File: src/hdl/mfre_ram.sv
`default_nettype none

module mfre_ram #(
  parameter int WIDTH = 8,
  parameter int DEPTH = 256
) (
  input  wire logic                                   clk,
  input  wire logic                                   we,
  input  wire logic [(DEPTH > 1 ? $clog2(DEPTH) : 1)-1:0] waddr,
  input  wire logic [WIDTH-1:0]                       wdata,
  input  wire logic [(DEPTH > 1 ? $clog2(DEPTH) : 1)-1:0] raddr,
  output logic [WIDTH-1:0]                            rdata
);

  logic [WIDTH-1:0] mem [DEPTH];

  // One write port and one registered read port.
  always_ff @(posedge clk) begin
    if (we) begin
      mem[waddr] <= wdata;
    end
    rdata <= mem[raddr];
  end

endmodule

`default_nettype wire

File: config.mk
export PLATFORM = sky130hd
export DESIGN_NAME = mfre_ram
export DESIGN_NICKNAME = d
export VERILOG_FILES = /design/src/hdl/mfre_ram.sv
export SDC_FILE = /design/constraint.sdc
export NUM_CORES = 2
export LEC_CHECK = 0
export ABC_AREA = 1
export BUFFER_PORTS_ARGS = -buffer_cell sky130_fd_sc_hd__buf_4
export CAP_MARGIN = 20
export CORE_ASPECT_RATIO = 0.75
export CORE_MARGIN = 3
export CORE_UTILIZATION = 35
export CTS_BUF_LIST = sky130_fd_sc_hd__clkbuf_16
export CTS_CLUSTER_DIAMETER = 120
export DETAILED_ROUTE_END_ITERATION = 6
export PLACE_DENSITY = 0.55
export SLEW_MARGIN = 5
export SYNTH_ARGS = -nofsm -noshare
export SYNTH_HDL_FRONTEND = slang
export SYNTH_SLANG_ARGS = --single-unit
File: constraint.sdc
create_clock -name clk -period 2.9 [get_ports clk]
set_input_delay 0.145 -clock clk [delete_from_list [all_inputs] [get_ports clk]]
set_output_delay 0.145 -clock clk [all_outputs]
set_load 0.02 [all_outputs]
After elaboration in Yosys (flattened, before gate mapping). Memory sizes are Yosys's and may differ from the RTL's. A register that Yosys moved wholly into a read port is not among the register bits. Cells that the tools add are included.

Input port bits: 26. Memories kept: 1. Output and inout port bits: 8. Memory bits (writable): 2048. Logic and storage cells: 3. Register bits: 0.

Memory list: mem (depth 256, width 8, rd ports 1, clocked after Yosys merged registers in 1, wr ports 1, RTL line 15) `logic [WIDTH-1:0] mem [DEPTH];`.

Muxes and demuxes: 2.

Operators by type and width (number): $mux 1 (2).

Depth between registers and ports, before layout.
Depth after elaboration: 2. Gate-level depth with buffers: 15. Gate-level depth less buffers: 11.

Worst setup path after synthesis. Ideal clock, no wire load.

Kind: input to register. Start: input we. End: memory mem[162][0] (enable). Arrival: 1266 ps. Data required time: 2530 ps. Cell stages on the path: 4. Buffers on the path: 2. Setup time: 370 ps. Setup slack: 1264 ps. Path through: clkbuf_1 nand3_1 clkbuf_1 nor2_1.

Longest elaborated chain between the ends: 2.

RTL lines: start: declaration (RTL line 8) `input wire logic we,`; $mux 1 (RTL line 19) `if (we) begin`; $mux 1 (not written as such) (RTL line 20) `mem[waddr] <= wdata;`; end: declaration (RTL line 15).

Every way passes these cells.

==> results.json <==
{
  "outcome": "finished, final reports clean",
  "first_pass_iters": 6,
  "setup_violations": 0,
  "r2r-end": "rdata[3]$_DFF_P_",
  "synth-seq-area-share_pct": 73.9,
  "layout_commonest_cell": "nand2_1",
  "vias": 55706,
  "endpoint_kind": "flip-flop",
  "maxCapViolCount": 0,
  "clkTransAtPathRegs_ns": 0.07,
  "synth_xor_area_share_pct": 0,
  "yosysTopAreaCell": "edfxtp_1",
  "clockRootBuffer": "clkbuf_16",
  "totalPowerFinal_uw": 61100,
  "cp_max_fo": 109,
  "power.internal_uw": 47100,
  "core-area_sq_mm": 0.236,
  "rsz0062_at_grt": "no",
  "port_buffers": 33,
  "p_switching_uw": 14100,
  "grt_usage_pct": 19.6,
  "synth_cell_type_count": 14,
  "p_leak_uw": 0.0335,
  "nFillCells": 22186,
  "synth_fp_nets": 7029,
  "dpl_cell_area_sq_mm": 0.0896,
  "layout-drive-gt1-share_pct": 10.1,
  "ant_nets": 0,
  "worstPathRequired_ns": 3.68,
  "synth_area_sq_mm": 0.0834,
  "reg2reg_depth": 11,
  "final_util_pct": 40.5,
  "grt_antenna_before_repair": 6,
  "gp_congestion": 0.852,
  "syn_avg_cell_area_sq_um": 11.9,
  "start_kind": "primary input",
  "hold_end": "mem[182][6]$_DFFE_PP_",
  "cp_common_cell": "nand3_1",
  "cp.arrival_ns": 3.13,
  "vias_per_cell": 5.32,
  "nets": 7239,
  "dieArea_sq_mm": 0.244,
  "r2r_start": "mem[251][3]$_DFFE_PP_",
  "drc": 0,
  "wl_per_cell_um": 23.5,
  "synth_simple_gate_area_share_pct": 22.9,
  "mostFrequentLayoutCells": "nand2_1 (2116), edfxtp_1 (2048), nand3_1 (2019)",
  "fin_skew_ns": 0.0342,
  "syn_to_final_growth_pct": 14.7,
  "min-delay-start": "we",
  "grt_pass1_vias": 52291,
  "seqPwrFrac_pct": 53.6,
  "die_h_um": 429,
  "insertion_delay_ns": 0.84,
  "grt_pass1_wl_mm": 361,
  "io_pins": 34,
  "synth_compound_area_share_pct": 0,
  "initial_utilization_pct": 35.4,
  "yosys_warnings": 0,
  "cp_slowest_cell": "dlygate4sd3_1",
  "hold_viol": 0,
  "syn_inst": 7003,
  "numCtsBuffers": 193,
  "power.share.switching_pct": 23.0,
  "period_minus_slack_ns": 2.35,
  "clkSinkCount": 2056,
  "synthAdderAreaFrac_pct": 0,
  "min_path_type": "primary input to flip-flop",
  "synth_area_leaders": "edfxtp_1 (74%), nand3_1 (12%), nand2_1 (9.6%)",
  "synth_top_family_by_area": "simple AND/OR/NAND/NOR gates",
  "power_density_mw_per_mm2": 639,
  "cts.path.max_buffers": 4,
  "die-width_um": 570,
  "cp_slowest_stage_delay_ns": 0.56,
  "fp-row-count": 154,
  "holdWs_ns": 0.0926,
  "r2r_setup_slack_ns": 0.63,
  "h-tree-depth": 4,
  "peakVddDrop_uv": 491,
  "clock_power_share_pct": 39.7,
  "synth.mux.area_fraction_pct": 0,
  "cp_cell_sequence": "buf_8 -> buf_12 -> buf_4 -> nand2_1 -> nand3_1 -> nand3_1 -> nand3_1 -> nand3_1 -> nand3_1 -> nand3_1 -> nand2_1 -> dlygate4sd3_1 -> nand2_1 -> nand2_1",
  "stdcell_count": 10477,
  "drt_wl_total_mm": 246,
  "place_hpwl_mm": 149,
  "worstHoldPathCells": 4,
  "ys_seq_elements": 2056,
  "slew_headroom_pct": 33.3,
  "grt_max_degree": 112,
  "period_share_pct": 80.9,
  "cts_tree": "done",
  "drt_iter0_markers": 6655,
  "synth_top_area_share_pct": 73.7,
  "drv_slew": 0,
  "finalInstanceArea_sq_mm": 0.0956,
  "dp_cells": 10126,
  "worst_pin_slew_ns": 1.00,
  "critPathKind": "primary input to flip-flop",
  "grt_overflow": 0,
  "max_freq_mhz": 426,
  "combPwrFrac_pct": 6.6
}
==> critical path: cells and delay by family <==
| family | cells | cell delay [ns] |
|---|---|---|
| buffers and inverters | 4 | 1.65 |
| and+or+nand+nor | 10 | 1.26 |
==> per-stage QoR <==
| stage | setup TNS, ns | setup slack (ns) |
|---|---|---|
| detailed placement | -0.0334 | -0.0334 |
| CTS | 0 | 0.542 |
| global route | 0 | 0.413 |
| finish | 0 | 0.553 |
| global placement | -0.0160 | -0.0113 |
| floorplan | 0 | 1.26 |
==> synthesized netlist by cell type <==
cell type / count
inv_2: 2
nor2_1: 283
clkbuf_1: 112
inv_1: 36
buf_6: 16
nand3_1: 2019
nand2_1: 2123
buf_2: 268
edfxtp_1: 2048
buf_1: 40
dfxtp_1: 8
buf_4: 46
buf_8: 1
inv_4: 1
==> how the worst max path moves through the flow <==
| stage | start | end | slack [ns] | cells past startpoint |
|---|---|---|---|---|
| floorplan | we | mem[162][0]$_DFFE_PP_ | 1.26 | 4 |
| global placement | raddr[0] | rdata[7]$_DFF_P_ | -0.01 | 14 |
| detailed placement | raddr[0] | rdata[4]$_DFF_P_ | -0.03 | 13 |
| CTS | raddr[0] | rdata[3]$_DFF_P_ | 0.54 | 14 |
| global route | raddr[0] | rdata[3]$_DFF_P_ | 0.41 | 14 |
| finish | raddr[0] | rdata[3]$_DFF_P_ | 0.55 | 14 |
==> area by class of cell <==
class                   count  area (sq um)  share of cell area [%]
clock inverters           143           972                    1.02
well taps                3120          3900                    4.08
repair buffers            498          4870                    5.09
inverters                  39           180                   0.188
multi-input cells        4425         19200                    20.0
diodes                      1          2.50                 0.00262
flip-flops and latches   2056         61700                    64.5
clock buffers             195          4880                    5.10
==> state kept, by name, summed over array words and instances (netlist names) <==
name / flops
mem: 2048
rdata: 8
==> per-layer routing <==
layer	vias up	track usage, %	share of wire, %
met3	311	3.72	8.8
li1	25271	-	-
met5	-	0	0.0053
met2	2405	28.4	43
met4	2	4.63	2.4
met1	27717	30.3	46
==> cells by family (layout without fill, tap and decap cells) <==
logic type | after synthesis | count (layout)
buffers and inverters | 522 | 875
AND/OR/NAND/NOR | 4425 | 4425
flip-flops | 2056 | 2056
other | 0 | 1
==> power groups by stage <==
stage / Combinational (uW) / Sequential [uW] / Clock [uW]
final: 4070 / 32800 / 24300
after global routing: 4380 / 32800 / 25800
after CTS: 4060 / 32800 / 24700
after detailed placement: 4030 / 33400 / 0
after global placement: 4010 / 33400 / 0
after floorplan: 2020 / 33400 / 0
==> repair_timing <==
action | in CTS | in global routing
hold buffers | 12 | 0
endpoints found under the setup margin | 0 | 0
gates resized for setup | 0 | 0
buffers inserted | 0 | 0
endpoints found under the hold margin | 837 | 0
Power figures use the tool's default switching activity.
