**config.mk**
```make
export PLATFORM = sky130hd
export DESIGN_NAME = mfre_walker
export DESIGN_NICKNAME = d
export VERILOG_FILES = /design/src/hdl/mfre_pkg.sv /design/src/hdl/mfre_walker.sv
export SDC_FILE = /design/constraint.sdc
export NUM_CORES = 2
export LEC_CHECK = 0
export BUFFER_PORTS_ARGS = -buffer_cell sky130_fd_sc_hd__buf_4
export CAP_MARGIN = 0
export CORE_ASPECT_RATIO = 0.75
export CORE_UTILIZATION = 43
export CTS_CLUSTER_SIZE = 12
export DETAILED_ROUTE_END_ITERATION = 6
export PLACE_DENSITY_LB_ADDON = 0.25
export SKIP_CTS_REPAIR_TIMING = 1
export SYNTH_ARGS = -nofsm -noshare
export SYNTH_HDL_FRONTEND = slang
export SYNTH_SLANG_ARGS = --single-unit
```
**constraint.sdc**
```tcl
create_clock -name clk -period 7.8 [get_ports clk]
set_clock_uncertainty 0.05 [all_clocks]
set_input_delay 1.17 -clock clk [delete_from_list [all_inputs] [get_ports clk]]
set_output_delay 1.17 -clock clk [all_outputs]
set_load 0.05 [all_outputs]
```
**src/hdl/mfre_pkg.sv**
```systemverilog
`default_nettype none

package mfre_pkg;

  // Default panel geometry.
  localparam int DEF_PANEL_WIDTH  = 800;
  localparam int DEF_PANEL_HEIGHT = 480;

  // Internal coordinate, error-term and squared-distance widths.
  localparam int CW  = 16;
  localparam int EW  = 18;
  localparam int SQW = 24;

  localparam logic [7:0] BYTE_WHITE = 8'hFF;
  localparam logic [7:0] BYTE_BLACK = 8'h00;
  localparam logic [7:0] PIXEL_MSB  = 8'h80;

  typedef logic signed [CW-1:0] coord_t;

  typedef enum logic [2:0] {
    CMD_CLEAR  = 3'd0,
    CMD_PIXEL  = 3'd1,
    CMD_LINE   = 3'd2,
    CMD_RECT   = 3'd3,
    CMD_FILL   = 3'd4,
    CMD_CIRCLE = 3'd5,
    CMD_DISC   = 3'd6,
    CMD_READ   = 3'd7
  } cmd_t;

  // Drawing request handed to the shape walker.
  typedef struct packed {
    cmd_t               cmd;
    logic signed [12:0] xs;
    logic signed [12:0] ys;
    logic signed [12:0] xe;
    logic signed [12:0] ye;
    logic [11:0]        w;
    logic [11:0]        h;
    logic [10:0]        r;
  } draw_req_t;

  // Pixel offered by the walker, with its busy status.
  typedef struct packed {
    logic   valid;
    logic   busy;
    coord_t x;
    coord_t y;
  } px_t;

  typedef enum logic [2:0] {
    T_INIT,
    T_IDLE,
    T_CLEAR,
    T_DRAW,
    T_READ,
    T_DONE
  } top_state_t;

  typedef enum logic [3:0] {
    W_IDLE,
    W_PIXEL,
    W_LSET,
    W_LRUN,
    W_FSET,
    W_FRUN,
    W_CPTS,
    W_CSTEP,
    W_DSET,
    W_DCHK,
    W_DSQY,
    W_DSQX,
    W_DRUN
  } wk_state_t;

  // Bit reversal of one byte.
  function automatic logic [7:0] flip_byte(input logic [7:0] b);
    logic [7:0] o;
    for (int i = 0; i < 8; i++) begin
      o[i] = b[7-i];
    end
    return o;
  endfunction

endpackage

`default_nettype wire

```
**src/hdl/mfre_walker.sv**
```systemverilog
`default_nettype none

module mfre_walker #(
  parameter int PANEL_WIDTH  = mfre_pkg::DEF_PANEL_WIDTH,
  parameter int PANEL_HEIGHT = mfre_pkg::DEF_PANEL_HEIGHT
) (
  input  wire logic                clk,
  input  wire logic                rst_n,
  input  wire logic                start,
  input  wire mfre_pkg::draw_req_t req,
  input  wire logic                take,
  output mfre_pkg::px_t            px
);

  localparam int CW  = mfre_pkg::CW;
  localparam int EW  = mfre_pkg::EW;
  localparam int SQW = mfre_pkg::SQW;

  // Unit step for coordinates.
  localparam mfre_pkg::coord_t C_ONE = mfre_pkg::coord_t'(1);

  mfre_pkg::wk_state_t state_r, state_nxt;
  mfre_pkg::coord_t x_r, x_nxt, y_r, y_nxt, xb_r, xb_nxt, yb_r, yb_nxt;
  mfre_pkg::coord_t ax_r, ax_nxt, ay_r, ay_nxt, ex_r, ex_nxt, ey_r, ey_nxt;
  mfre_pkg::coord_t xl_r, xl_nxt, xh_r, xh_nxt, yl_r, yl_nxt, yh_r, yh_nxt;
  logic signed [EW-1:0] dx_r, dx_nxt, dy_r, dy_nxt, err_r, err_nxt;
  logic signed [EW-1:0] f_r, f_nxt, ddx_r, ddx_nxt, ddy_r, ddy_nxt;
  logic sxn_r, sxn_nxt, syn_r, syn_nxt, line_r, line_nxt;
  logic [1:0] seg_r, seg_nxt, last_seg_r, last_seg_nxt;
  logic [2:0] k_r, k_nxt;
  logic [10:0] rad_r, rad_nxt;
  logic [SQW-1:0] rr_r, rr_nxt, xsq_r, xsq_nxt, ysq_r, ysq_nxt, xlsq_r, xlsq_nxt;

  // Shared squaring multiplier for the disc setup.
  mfre_pkg::coord_t mul_op;
  logic signed [2*CW-1:0] mul_p;
  logic [SQW-1:0] sq;

  mfre_pkg::coord_t la_x, la_y, lb_x, lb_y, ldx, ldy, rad_c;
  logic signed [EW-1:0] e2;
  logic cond_x, cond_y, in_disc;
  mfre_pkg::coord_t f_xl, f_xh, f_yl, f_yh, d_xl, d_xh, d_yl, d_yh;
  mfre_pkg::coord_t c_a, c_b;
  logic signed [EW-1:0] c_ddy, c_f1, c_ddx;

  function automatic logic [SQW-1:0] sq_step(input mfre_pkg::coord_t v);
    logic signed [CW:0] t;
    t = $signed({v, 1'b1});
    return SQW'(t);
  endfunction

  always_comb begin
    case (state_r)
      mfre_pkg::W_DSET: mul_op = rad_c;
      mfre_pkg::W_DSQY: mul_op = yl_r;
      default:          mul_op = xl_r;
    endcase
    mul_p = mul_op * mul_op;
    sq    = mul_p[SQW-1:0];
  end

  // Segment end points: a plain line, or one of the four rectangle edges.
  always_comb begin
    la_x = ax_r;
    la_y = ay_r;
    lb_x = ex_r;
    lb_y = line_r ? ey_r : ay_r;
    case (seg_r)
      2'd1: begin
        la_y = ey_r;
        lb_y = ey_r;
      end
      2'd2: begin
        lb_x = ax_r;
        lb_y = ey_r;
      end
      2'd3: begin
        la_x = ex_r;
        lb_y = ey_r;
      end
      default: ;
    endcase
    ldx = lb_x - la_x;
    ldy = lb_y - la_y;
  end

  // Clip bounds for the filled shapes.
  always_comb begin
    rad_c = mfre_pkg::coord_t'(rad_r);
    f_xl  = (ax_r < 0) ? '0 : ax_r;
    f_yl  = (ay_r < 0) ? '0 : ay_r;
    f_xh  = (ex_r >= mfre_pkg::coord_t'(PANEL_WIDTH)) ?
            mfre_pkg::coord_t'(PANEL_WIDTH - 1) : ex_r;
    f_yh  = (ey_r >= mfre_pkg::coord_t'(PANEL_HEIGHT)) ?
            mfre_pkg::coord_t'(PANEL_HEIGHT - 1) : ey_r;
    d_xl  = (ax_r - rad_c < 0) ? -ax_r : -rad_c;
    d_yl  = (ay_r - rad_c < 0) ? -ay_r : -rad_c;
    d_xh  = (ax_r + rad_c > mfre_pkg::coord_t'(PANEL_WIDTH - 1)) ?
            mfre_pkg::coord_t'(PANEL_WIDTH - 1) - ax_r : rad_c;
    d_yh  = (ay_r + rad_c > mfre_pkg::coord_t'(PANEL_HEIGHT - 1)) ?
            mfre_pkg::coord_t'(PANEL_HEIGHT - 1) - ay_r : rad_c;
  end

  // Bresenham and midpoint step terms.
  always_comb begin
    e2      = err_r <<< 1;
    cond_x  = (e2 >= dy_r);
    cond_y  = (e2 <= dx_r);
    c_ddy   = (f_r >= 0) ? ddy_r + EW'(2) : ddy_r;
    c_f1    = (f_r >= 0) ? f_r + c_ddy : f_r;
    c_ddx   = ddx_r + EW'(2);
    in_disc = ({1'b0, xsq_r} + {1'b0, ysq_r}) <= {1'b0, rr_r};
    c_a     = k_r[2] ? y_r : x_r;
    c_b     = k_r[2] ? x_r : y_r;
  end

  // Pixel offered to the read-modify-write unit.
  always_comb begin
    px.busy  = (state_r != mfre_pkg::W_IDLE);
    px.valid = 1'b0;
    px.x     = x_r;
    px.y     = y_r;
    case (state_r)
      mfre_pkg::W_PIXEL, mfre_pkg::W_LRUN, mfre_pkg::W_FRUN: px.valid = 1'b1;
      mfre_pkg::W_CPTS: begin
        px.valid = 1'b1;
        px.x     = ax_r + (k_r[0] ? -c_a : c_a);
        px.y     = ay_r + (k_r[1] ? -c_b : c_b);
      end
      mfre_pkg::W_DRUN: begin
        px.valid = in_disc;
        px.x     = ax_r + x_r;
        px.y     = ay_r + y_r;
      end
      default: ;
    endcase
  end

  // Walker sequencing.
  always_comb begin
    state_nxt = state_r;
    x_nxt = x_r;  y_nxt = y_r;  xb_nxt = xb_r;  yb_nxt = yb_r;
    ax_nxt = ax_r;  ay_nxt = ay_r;  ex_nxt = ex_r;  ey_nxt = ey_r;
    xl_nxt = xl_r;  xh_nxt = xh_r;  yl_nxt = yl_r;  yh_nxt = yh_r;
    dx_nxt = dx_r;  dy_nxt = dy_r;  err_nxt = err_r;
    f_nxt = f_r;  ddx_nxt = ddx_r;  ddy_nxt = ddy_r;
    sxn_nxt = sxn_r;  syn_nxt = syn_r;  line_nxt = line_r;
    seg_nxt = seg_r;  last_seg_nxt = last_seg_r;  k_nxt = k_r;  rad_nxt = rad_r;
    rr_nxt = rr_r;  xsq_nxt = xsq_r;  ysq_nxt = ysq_r;  xlsq_nxt = xlsq_r;
    case (state_r)
      mfre_pkg::W_IDLE: begin
        if (start) begin
          ax_nxt       = mfre_pkg::coord_t'(req.xs);
          ay_nxt       = mfre_pkg::coord_t'(req.ys);
          rad_nxt      = req.r;
          seg_nxt      = 2'd0;
          line_nxt     = (req.cmd == mfre_pkg::CMD_LINE);
          last_seg_nxt = (req.cmd == mfre_pkg::CMD_RECT) ? 2'd3 : 2'd0;
          x_nxt        = mfre_pkg::coord_t'(req.xs);
          y_nxt        = mfre_pkg::coord_t'(req.ys);
          if (req.cmd == mfre_pkg::CMD_LINE) begin
            ex_nxt = mfre_pkg::coord_t'(req.xe);
            ey_nxt = mfre_pkg::coord_t'(req.ye);
          end else begin
            ex_nxt = mfre_pkg::coord_t'(req.xs) + mfre_pkg::coord_t'(req.w) - C_ONE;
            ey_nxt = mfre_pkg::coord_t'(req.ys) + mfre_pkg::coord_t'(req.h) - C_ONE;
          end
          case (req.cmd)
            mfre_pkg::CMD_PIXEL: state_nxt = mfre_pkg::W_PIXEL;
            mfre_pkg::CMD_LINE, mfre_pkg::CMD_RECT: state_nxt = mfre_pkg::W_LSET;
            mfre_pkg::CMD_FILL: state_nxt = mfre_pkg::W_FSET;
            mfre_pkg::CMD_CIRCLE: begin
              x_nxt     = '0;
              y_nxt     = mfre_pkg::coord_t'(req.r);
              f_nxt     = EW'(1) - EW'(req.r);
              ddx_nxt   = EW'(1);
              ddy_nxt   = -(EW'(req.r) <<< 1);
              k_nxt     = '0;
              state_nxt = mfre_pkg::W_CPTS;
            end
            mfre_pkg::CMD_DISC: state_nxt = mfre_pkg::W_DSET;
            default: ;
          endcase
        end
      end
      mfre_pkg::W_PIXEL: begin
        if (take) state_nxt = mfre_pkg::W_IDLE;
      end
      mfre_pkg::W_LSET: begin
        x_nxt     = la_x;
        y_nxt     = la_y;
        xb_nxt    = lb_x;
        yb_nxt    = lb_y;
        dx_nxt    = (ldx < 0) ? -EW'(ldx) : EW'(ldx);
        dy_nxt    = (ldy < 0) ? EW'(ldy) : -EW'(ldy);
        err_nxt   = ((ldx < 0) ? -EW'(ldx) : EW'(ldx)) +
                    ((ldy < 0) ? EW'(ldy) : -EW'(ldy));
        sxn_nxt   = !(la_x < lb_x);
        syn_nxt   = !(la_y < lb_y);
        state_nxt = mfre_pkg::W_LRUN;
      end
      mfre_pkg::W_LRUN: begin
        if (take) begin
          if (x_r == xb_r && y_r == yb_r) begin
            if (seg_r == last_seg_r) begin
              state_nxt = mfre_pkg::W_IDLE;
            end else begin
              seg_nxt   = seg_r + 2'd1;
              state_nxt = mfre_pkg::W_LSET;
            end
          end else begin
            err_nxt = err_r + (cond_x ? dy_r : '0) + (cond_y ? dx_r : '0);
            if (cond_x) x_nxt = sxn_r ? x_r - C_ONE : x_r + C_ONE;
            if (cond_y) y_nxt = syn_r ? y_r - C_ONE : y_r + C_ONE;
          end
        end
      end
      mfre_pkg::W_FSET: begin
        xl_nxt = f_xl;
        xh_nxt = f_xh;
        yl_nxt = f_yl;
        yh_nxt = f_yh;
        x_nxt  = f_xl;
        y_nxt  = f_yl;
        state_nxt = (f_xl > f_xh || f_yl > f_yh) ? mfre_pkg::W_IDLE : mfre_pkg::W_FRUN;
      end
      mfre_pkg::W_FRUN: begin
        if (take) begin
          if (x_r == xh_r) begin
            x_nxt = xl_r;
            if (y_r == yh_r) state_nxt = mfre_pkg::W_IDLE;
            else y_nxt = y_r + C_ONE;
          end else begin
            x_nxt = x_r + C_ONE;
          end
        end
      end
      mfre_pkg::W_CPTS: begin
        if (take) begin
          k_nxt = k_r + 3'd1;
          if (k_r == 3'd7) state_nxt = mfre_pkg::W_CSTEP;
        end
      end
      mfre_pkg::W_CSTEP: begin
        if (x_r < y_r) begin
          if (f_r >= 0) y_nxt = y_r - C_ONE;
          ddy_nxt   = c_ddy;
          ddx_nxt   = c_ddx;
          f_nxt     = c_f1 + c_ddx;
          x_nxt     = x_r + C_ONE;
          k_nxt     = '0;
          state_nxt = mfre_pkg::W_CPTS;
        end else begin
          state_nxt = mfre_pkg::W_IDLE;
        end
      end
      mfre_pkg::W_DSET: begin
        rr_nxt    = sq;
        xl_nxt    = d_xl;
        xh_nxt    = d_xh;
        yl_nxt    = d_yl;
        yh_nxt    = d_yh;
        state_nxt = mfre_pkg::W_DCHK;
      end
      mfre_pkg::W_DCHK: begin
        state_nxt = (xl_r > xh_r || yl_r > yh_r) ? mfre_pkg::W_IDLE : mfre_pkg::W_DSQY;
      end
      mfre_pkg::W_DSQY: begin
        ysq_nxt   = sq;
        state_nxt = mfre_pkg::W_DSQX;
      end
      mfre_pkg::W_DSQX: begin
        xlsq_nxt  = sq;
        xsq_nxt   = sq;
        x_nxt     = xl_r;
        y_nxt     = yl_r;
        state_nxt = mfre_pkg::W_DRUN;
      end
      mfre_pkg::W_DRUN: begin
        if (!in_disc || take) begin
          if (x_r == xh_r) begin
            if (y_r == yh_r) begin
              state_nxt = mfre_pkg::W_IDLE;
            end else begin
              y_nxt   = y_r + C_ONE;
              ysq_nxt = ysq_r + sq_step(y_r);
              x_nxt   = xl_r;
              xsq_nxt = xlsq_r;
            end
          end else begin
            x_nxt   = x_r + C_ONE;
            xsq_nxt = xsq_r + sq_step(x_r);
          end
        end
      end
      default: state_nxt = mfre_pkg::W_IDLE;
    endcase
  end

  always_ff @(posedge clk) begin
    if (!rst_n) begin
      state_r <= mfre_pkg::W_IDLE;
    end else begin
      state_r <= state_nxt;
    end
  end

  always_ff @(posedge clk) begin
    x_r <= x_nxt;  y_r <= y_nxt;  xb_r <= xb_nxt;  yb_r <= yb_nxt;
    ax_r <= ax_nxt;  ay_r <= ay_nxt;  ex_r <= ex_nxt;  ey_r <= ey_nxt;
    xl_r <= xl_nxt;  xh_r <= xh_nxt;  yl_r <= yl_nxt;  yh_r <= yh_nxt;
    dx_r <= dx_nxt;  dy_r <= dy_nxt;  err_r <= err_nxt;
    f_r <= f_nxt;  ddx_r <= ddx_nxt;  ddy_r <= ddy_nxt;
    sxn_r <= sxn_nxt;  syn_r <= syn_nxt;  line_r <= line_nxt;
    seg_r <= seg_nxt;  last_seg_r <= last_seg_nxt;  k_r <= k_nxt;  rad_r <= rad_nxt;
    rr_r <= rr_nxt;  xsq_r <= xsq_nxt;  ysq_r <= ysq_nxt;  xlsq_r <= xlsq_nxt;
  end

endmodule

`default_nettype wire

```
# Yosys cells after proc, flatten, opt, wreduce, memory -nomap -nowiden
# Cells that the tools add are included.
[word_totals] register_bits=415 in_bits=94 elab_cells=277
[op_classes] addsub=41 n_mul=1 n_lt_le_gt_ge=21 n_eq_ne=46 mux=108 reduce_logical=30
[ops] cell="two-way mux 16 bit" count=43
[ops] cell="two-way mux 18 bit" count=17
[ops] cell="one-hot mux 16 bit (8 select lines)" count=2
[ops] cell="one-hot mux 16 bit (2 select lines)" count=5
[ops] cell="two-way mux 24 bit" count=6
[ops] cell="one-hot mux 18 bit (2 select lines)" count=4
[ops] cell="one-hot mux 24 bit (2 select lines)" count=2
[ops] cell="adder 18 bit" count=5
[ops] cell="adder 13 x 16 -> 16 bit" count=4
[ops] cell="== test 16 bit" count=4
[ops] cell="> comparator 16 bit" count=4
[ops] cell="one-hot mux 32 bit (2 select lines)" count=1
[ops] cell="one-hot mux 4 bit (13 select lines)" count=1
[ops] cell="adder 24 bit" count=2
[ops] cell="less-than comparator 16 bit" count=3
[ops] cell="two-way mux 4 bit" count=11
[ops] cell="adder 18 x 3 -> 18 bit, second input constant" count=2
[ops] cell="negation 16 -> 18 bit" count=2
[ops] cell="adder 16 x 2 -> 16 bit, second input constant" count=2
[ops] cell="less-than comparator 16 x 1 -> 1 bit, second input constant" count=2
[ops] cell="inequality test 2 bit, second input constant" count=16
[ops] cell="negation 13 -> 16 bit" count=2
[ops] cell="negation 16 bit" count=2
[ops] cell="subtractor 16 bit" count=2
[ops] cell="other kinds (59)" count=103

# Logic depth before layout (Yosys ltp)
[logic_depth] word_depth=8 ltp_mapped=35 mapped_depth_nobuf=30

# Least setup slack after synthesis
# Ideal clock, no wire load.
[synth_path] kind="register -> register" from="register state_r[3]" to="register xsq_r[22], data pin" setup_ns=0.267 t_arrival_ns=7.100 required_ns=7.483 path_slack_ns=0.384 stages_incl_launch_ff=33 cell_sequence="dfxtp_1 -> buf_2 -> nand2b_1 -> buf_2 -> nor2_1 -> clkbuf_1 -> buf_2 -> buf_1 -> nor2_1 -> a21oi_1 -> clkinv_1 -> nor2_1 -> inv_1 -> fa_1 -> inv_1 -> fa_1 -> inv_1 -> fa_1 -> inv_1 -> fa_1 -> fa_1 -> inv_1 -> fa_1 -> inv_1 -> ha_1 -> or3_1 -> nor2_1 -> o21ai_0 -> a41o_1 -> a221oi_1 -> xnor2_1 -> nand2_1 -> o21ai_0"
[synth_via] elab_chain_cells=4 elab_cells_between_ends=7 classes_between="mul: 1; eq/ne: 4; mux: 2"
[synth_lines] element="start, declared" line_no="mfre_walker.sv:22" source="mfre_pkg::wk_state_t state_r, state_nxt;"
[synth_lines] element="start signal, assigned" line_no="mfre_walker.sv:302" source="state_r <= mfre_pkg::W_IDLE;"
[synth_lines] element="start signal, assigned" line_no="mfre_walker.sv:304" source="state_r <= state_nxt;"
[synth_lines] element="== test 4 bit" line_no="mfre_walker.sv:53" source="case (state_r)"
[synth_lines] element="one-hot mux 16 bit (2 select lines) *" line_no="mfre_walker.sv:53"
[synth_lines] element="multiplier 16 x 16 -> 24 bit *" line_no="mfre_walker.sv:58" source="mul_p = mul_op * mul_op;"
[synth_lines] element="via mul_p[22]" line_no="mfre_walker.sv:36" source="logic signed [2*CW-1:0] mul_p;"
[synth_lines] element="one-hot mux 24 bit (2 select lines) *" line_no="mfre_walker.sv:150" source="case (state_r)"
[synth_lines] element="via xsq_nxt[22]" line_no="mfre_walker.sv:32" source="logic [SQW-1:0] rr_r, rr_nxt, xsq_r, xsq_nxt, ysq_r, ysq_nxt, xlsq_r, xlsq_nxt;"
[synth_lines] element="end signal, assigned" line_no="mfre_walker.sv:316" source="rr_r <= rr_nxt; xsq_r <= xsq_nxt; ysq_r <= ysq_nxt; xlsq_r <= xlsq_nxt;"
[synth_lines] element="end, declared" line_no="mfre_walker.sv:32"
# The timed path passes the listed nets; every way through them passes the cells marked *.
# A chain may end at the register's enable or synchronous reset.

==> run_results.csv <==
group,metric,value,unit
route,drt_iter0_drc,5036,
sta,grt_setup_unrepaired,"no",
yosys,ys.flop_type,"edfxtp_1",
worst_setup_path,crit_fanout,26,
clock_tree,htree_levels,2,
yosys,synth_warnings,0,
worst_setup_path,cp.required,6.58,ns
min_path,min_from,"xlsq_r[4]$_DFFE_PP_",
yosys,avgSynthCellArea,8.639,um^2
worst_setup_path,r2r-end,"xsq_r[22]$_DFFE_PP_",
worst_setup_path,reg2reg_slack,0.38,ns
yosys,synth_top_area_share,25.92,%
cells_and_area,fillCellCount,10230,
cells_and_area,seq_area,0.01206,mm^2
route,ant_nets,0,
yosys,synth_area,0.04623,mm^2
cells_and_area,drive_gt1_share,8.024,%
cells_and_area,postLayoutCellArea,0.05077,mm^2
cells_and_area,layout_commonest_cell,"inv_1",
global_route,antenna_found_initial,8,
cells_and_area,fin_util,47.92,%
worst_setup_path,critPathLaunchType,"register",
min_path,worst_hold_path.endpoint,"xsq_r[4]$_DFFE_PP_",
route,vias,41330,
global_route,grt_pass1_vias,38720,
floorplanning,core,0.1059,mm^2
yosys,synth_edf_count,399,
floorplanning,die_h,286.0,um
route,post_drt_wl_per_cell,24.66,um
global_route,grt_use_total,30.58,%
placement,post_dp_cell_area,0.04912,mm^2
flow_run,maxCapViolations,0,
cells_and_area,final_cell_mix,"597 x inv_1, 507 x ha_1, 442 x nor2_1, 436 x nand2_1, 399 x edfxtp_1",
sta,min_period_over_period,96.77,%
yosys,yosys-top-cells-area,"edfxtp_1 26%, ha_1 14%, fa_1 8.5%",
worst_setup_path,worstReg2RegStart,"state_r[1]$_SDFFE_PN0P_",
run_status,violations,"design-rule violations",
cells_and_area,final-instance-count-excl-fill,6892,
cells_and_area,nNetsFinal,6230,
min_path,hold_class,"reg -> reg",
sta,fin_crit,7.548,ns
placement,gp_congestion,1.043,
placement,dp_cells,6797,
floorplanning,die-area,0.1088,mm^2
sta,hold_viol,0,
route,wirelength,169900,um
clock_tree,cts_tree,"built",
placement,portBuffers,127,
worst_setup_path,arrival,6.33,ns
placement,dp_hpwl,135400,um
worst_setup_path,setup.worst_path.class,"reg -> out",
yosys,synth_top_area_cell,"edfxtp_1",
cells_and_area,multiInputGateArea,0.03110,mm^2
worst_setup_path,critical-path-slowest-cell,"nor2_4",
sta,finalSetupTns,0,ns
global_route,grt_pass1_wl,250700,um
global_route,grt-ovfl-total,0,
sta,max_freq,132.5,MHz
worst_setup_path,slowest_delay,0.61,ns
cells_and_area,area_growth,9.816,%
floorplanning,dieWidth,380.6,um
yosys,seq_area_frac_synth,26.09,%
yosys,synthCells,5351,
yosys,ys_seq_elements,403,
route,drc,1,
route,vias_per_cell,5.997,
clock_tree,clkTransAtPathRegs,0.06,ns
global_route,grt_max_degree,70,
sta,maxSlewViolCount,0,
clock_tree,clock_path_buffers,3,
clock_tree,insertion_delay,0.65,ns
worst_setup_path,reg2reg_depth,24,
clock_tree,cts.sinks,403,
run_status,status,"finished, violations left",
sta,slew_headroom,6.912,%
worst_setup_path,worstPathCellList,"buf_4, buf_4, inv_1, nand2_1, nor2_4, a21oi_1, fa_1, a21o_1, a21oi_1, o21bai_1, a21oi_1, o21ai_0, a211oi_1, o21ai_0, a31oi_1, xor2_1, o21ai_0, buf_4",
floorplanning,start_util,43.64,%
floorplanning,rows,103,
sta,tightestPinTransition,1.361,ns
yosys,ys_async_sr_fraction,0,%
yosys,synth_cell_types,104,
clock_tree,cts-root-buf,"clkbuf_16",
clock_tree,cts_buffers,50,
route,first_pass_iters,7,
floorplanning,io_pins,128,
min_path,whs_path_depth,2,
worst_setup_path,worstSetupEndpointType,"primary output",
sta,setup_viol,0,
## Yosys cell counts, types with 12 or more instances
cell       count
inv_1        599
ha_1         507
nor2_1       447
nand2_1      439
edfxtp_1     399
a21oi_1      357
o21ai_0      308
xnor2_1      273
fa_1         197
clkbuf_1     177
nor3_1       161
xor2_1       132
nand3_1      113
mux2i_1      108
a21o_1        93
nor2b_1       79
and2_1        67
nand4_1       66
o21a_1        53
nand2b_1      50
a31oi_1       44
or3_1         41
and3_1        40
o211ai_1      35
a221oi_1      33
a211oi_1      32
mux2_2        30
buf_1         29
o31ai_1       27
o21bai_1      25
o22ai_1       25
a21boi_0      24
nor4_1        21
a211o_1       19
buf_2         19
or2_2         17
o221ai_1      16
o2111ai_1     15
a311oi_1      14
a221o_1       13
nor3b_1       12
o311ai_0      12
o31a_1        12
## cells by family (layout without fill, tap and decap cells)
logic type	count (synthesis)	count (layout)	synth area share, %
flip-flops	403	403	26.09
other	1	6	0.008112
AND/OR/NAND/NOR	1603	1603	16.50
multiplexers	138	138	3.069
XOR/XNOR	405	405	7.673
buffers and inverters	835	954	6.856
AO/OA/AOI/OAI	1262	1262	17.55
adder cells (fa/ha/maj)	704	704	22.25
## critical path: cells and delay by family, from the launching register on
kind	cells	cell delay, ns
flip-flops	1	0.47
AO/OA/AOI/OAI	10	2.84
AND/OR/NAND/NOR	2	0.79
XOR/XNOR	1	0.11
buffers and inverters	4	0.99
adder cells (fa/ha/maj)	1	0.49
## stage by stage
step	hold WS [ns]	setup slack, ns
2_1_floorplan	0.4917	0.3838
3_3_place_gp	0.5382	0.5602
3_5_place_dp	0.5485	0.4661
4_1_cts	0.5633	0.4094
5_1_grt	0.5882	0.03592
6_report	0.5605	0.2522
## flip-flops by register name, summed over array words and instances (netlist names), 17 cells and up
register  cells
xlsq_r       23
dy_r         18
xsq_r        24
ddy_r        17
err_r        17
ysq_r        24
rr_r         23
f_r          18
dx_r         18
ddx_r        17
## metal layers
metal	vias to the layer above	global-route usage, %	part of all wire, %	wire length (um)
met2	2228	41.32	38	64920
met1	19810	45.84	45	76890
met4	10	6.616	2.1	3519
li1	19050	-	-	-
met5	-	0	0.19	329
met3	233	10.85	14	24280
## worst max-delay path by stage
stage	startpoint	endpoint	slack, ns	cells after the start
finish	state_r[1]$_SDFFE_PN0P_	px[14]	0.25	18
global route	y_r[2]$_DFFE_PP_	px[15]	0.04	14
CTS	state_r[1]$_SDFFE_PN0P_	px[14]	0.41	18
detailed placement	state_r[1]$_SDFFE_PN0P_	xsq_r[22]$_DFFE_PP_	0.47	24
global placement	state_r[1]$_SDFFE_PN0P_	xsq_r[22]$_DFFE_PP_	0.56	24
floorplan	state_r[3]$_SDFFE_PN0P_	xsq_r[22]$_DFFE_PP_	0.38	32
## cell type report
type,count,area share [%]
antenna,4,0.01972
clock buffer,59,2.573
clock inverter,32,0.6309
inverter,608,4.495
multi-input combinational,4114,61.26
sequential,403,23.76
tap,1417,3.492
timing repair buffer,255,3.771
Power is left out: the tool's default activity adds up to more than one toggle a clock period on the data nets, which glitch-free logic cannot reach.
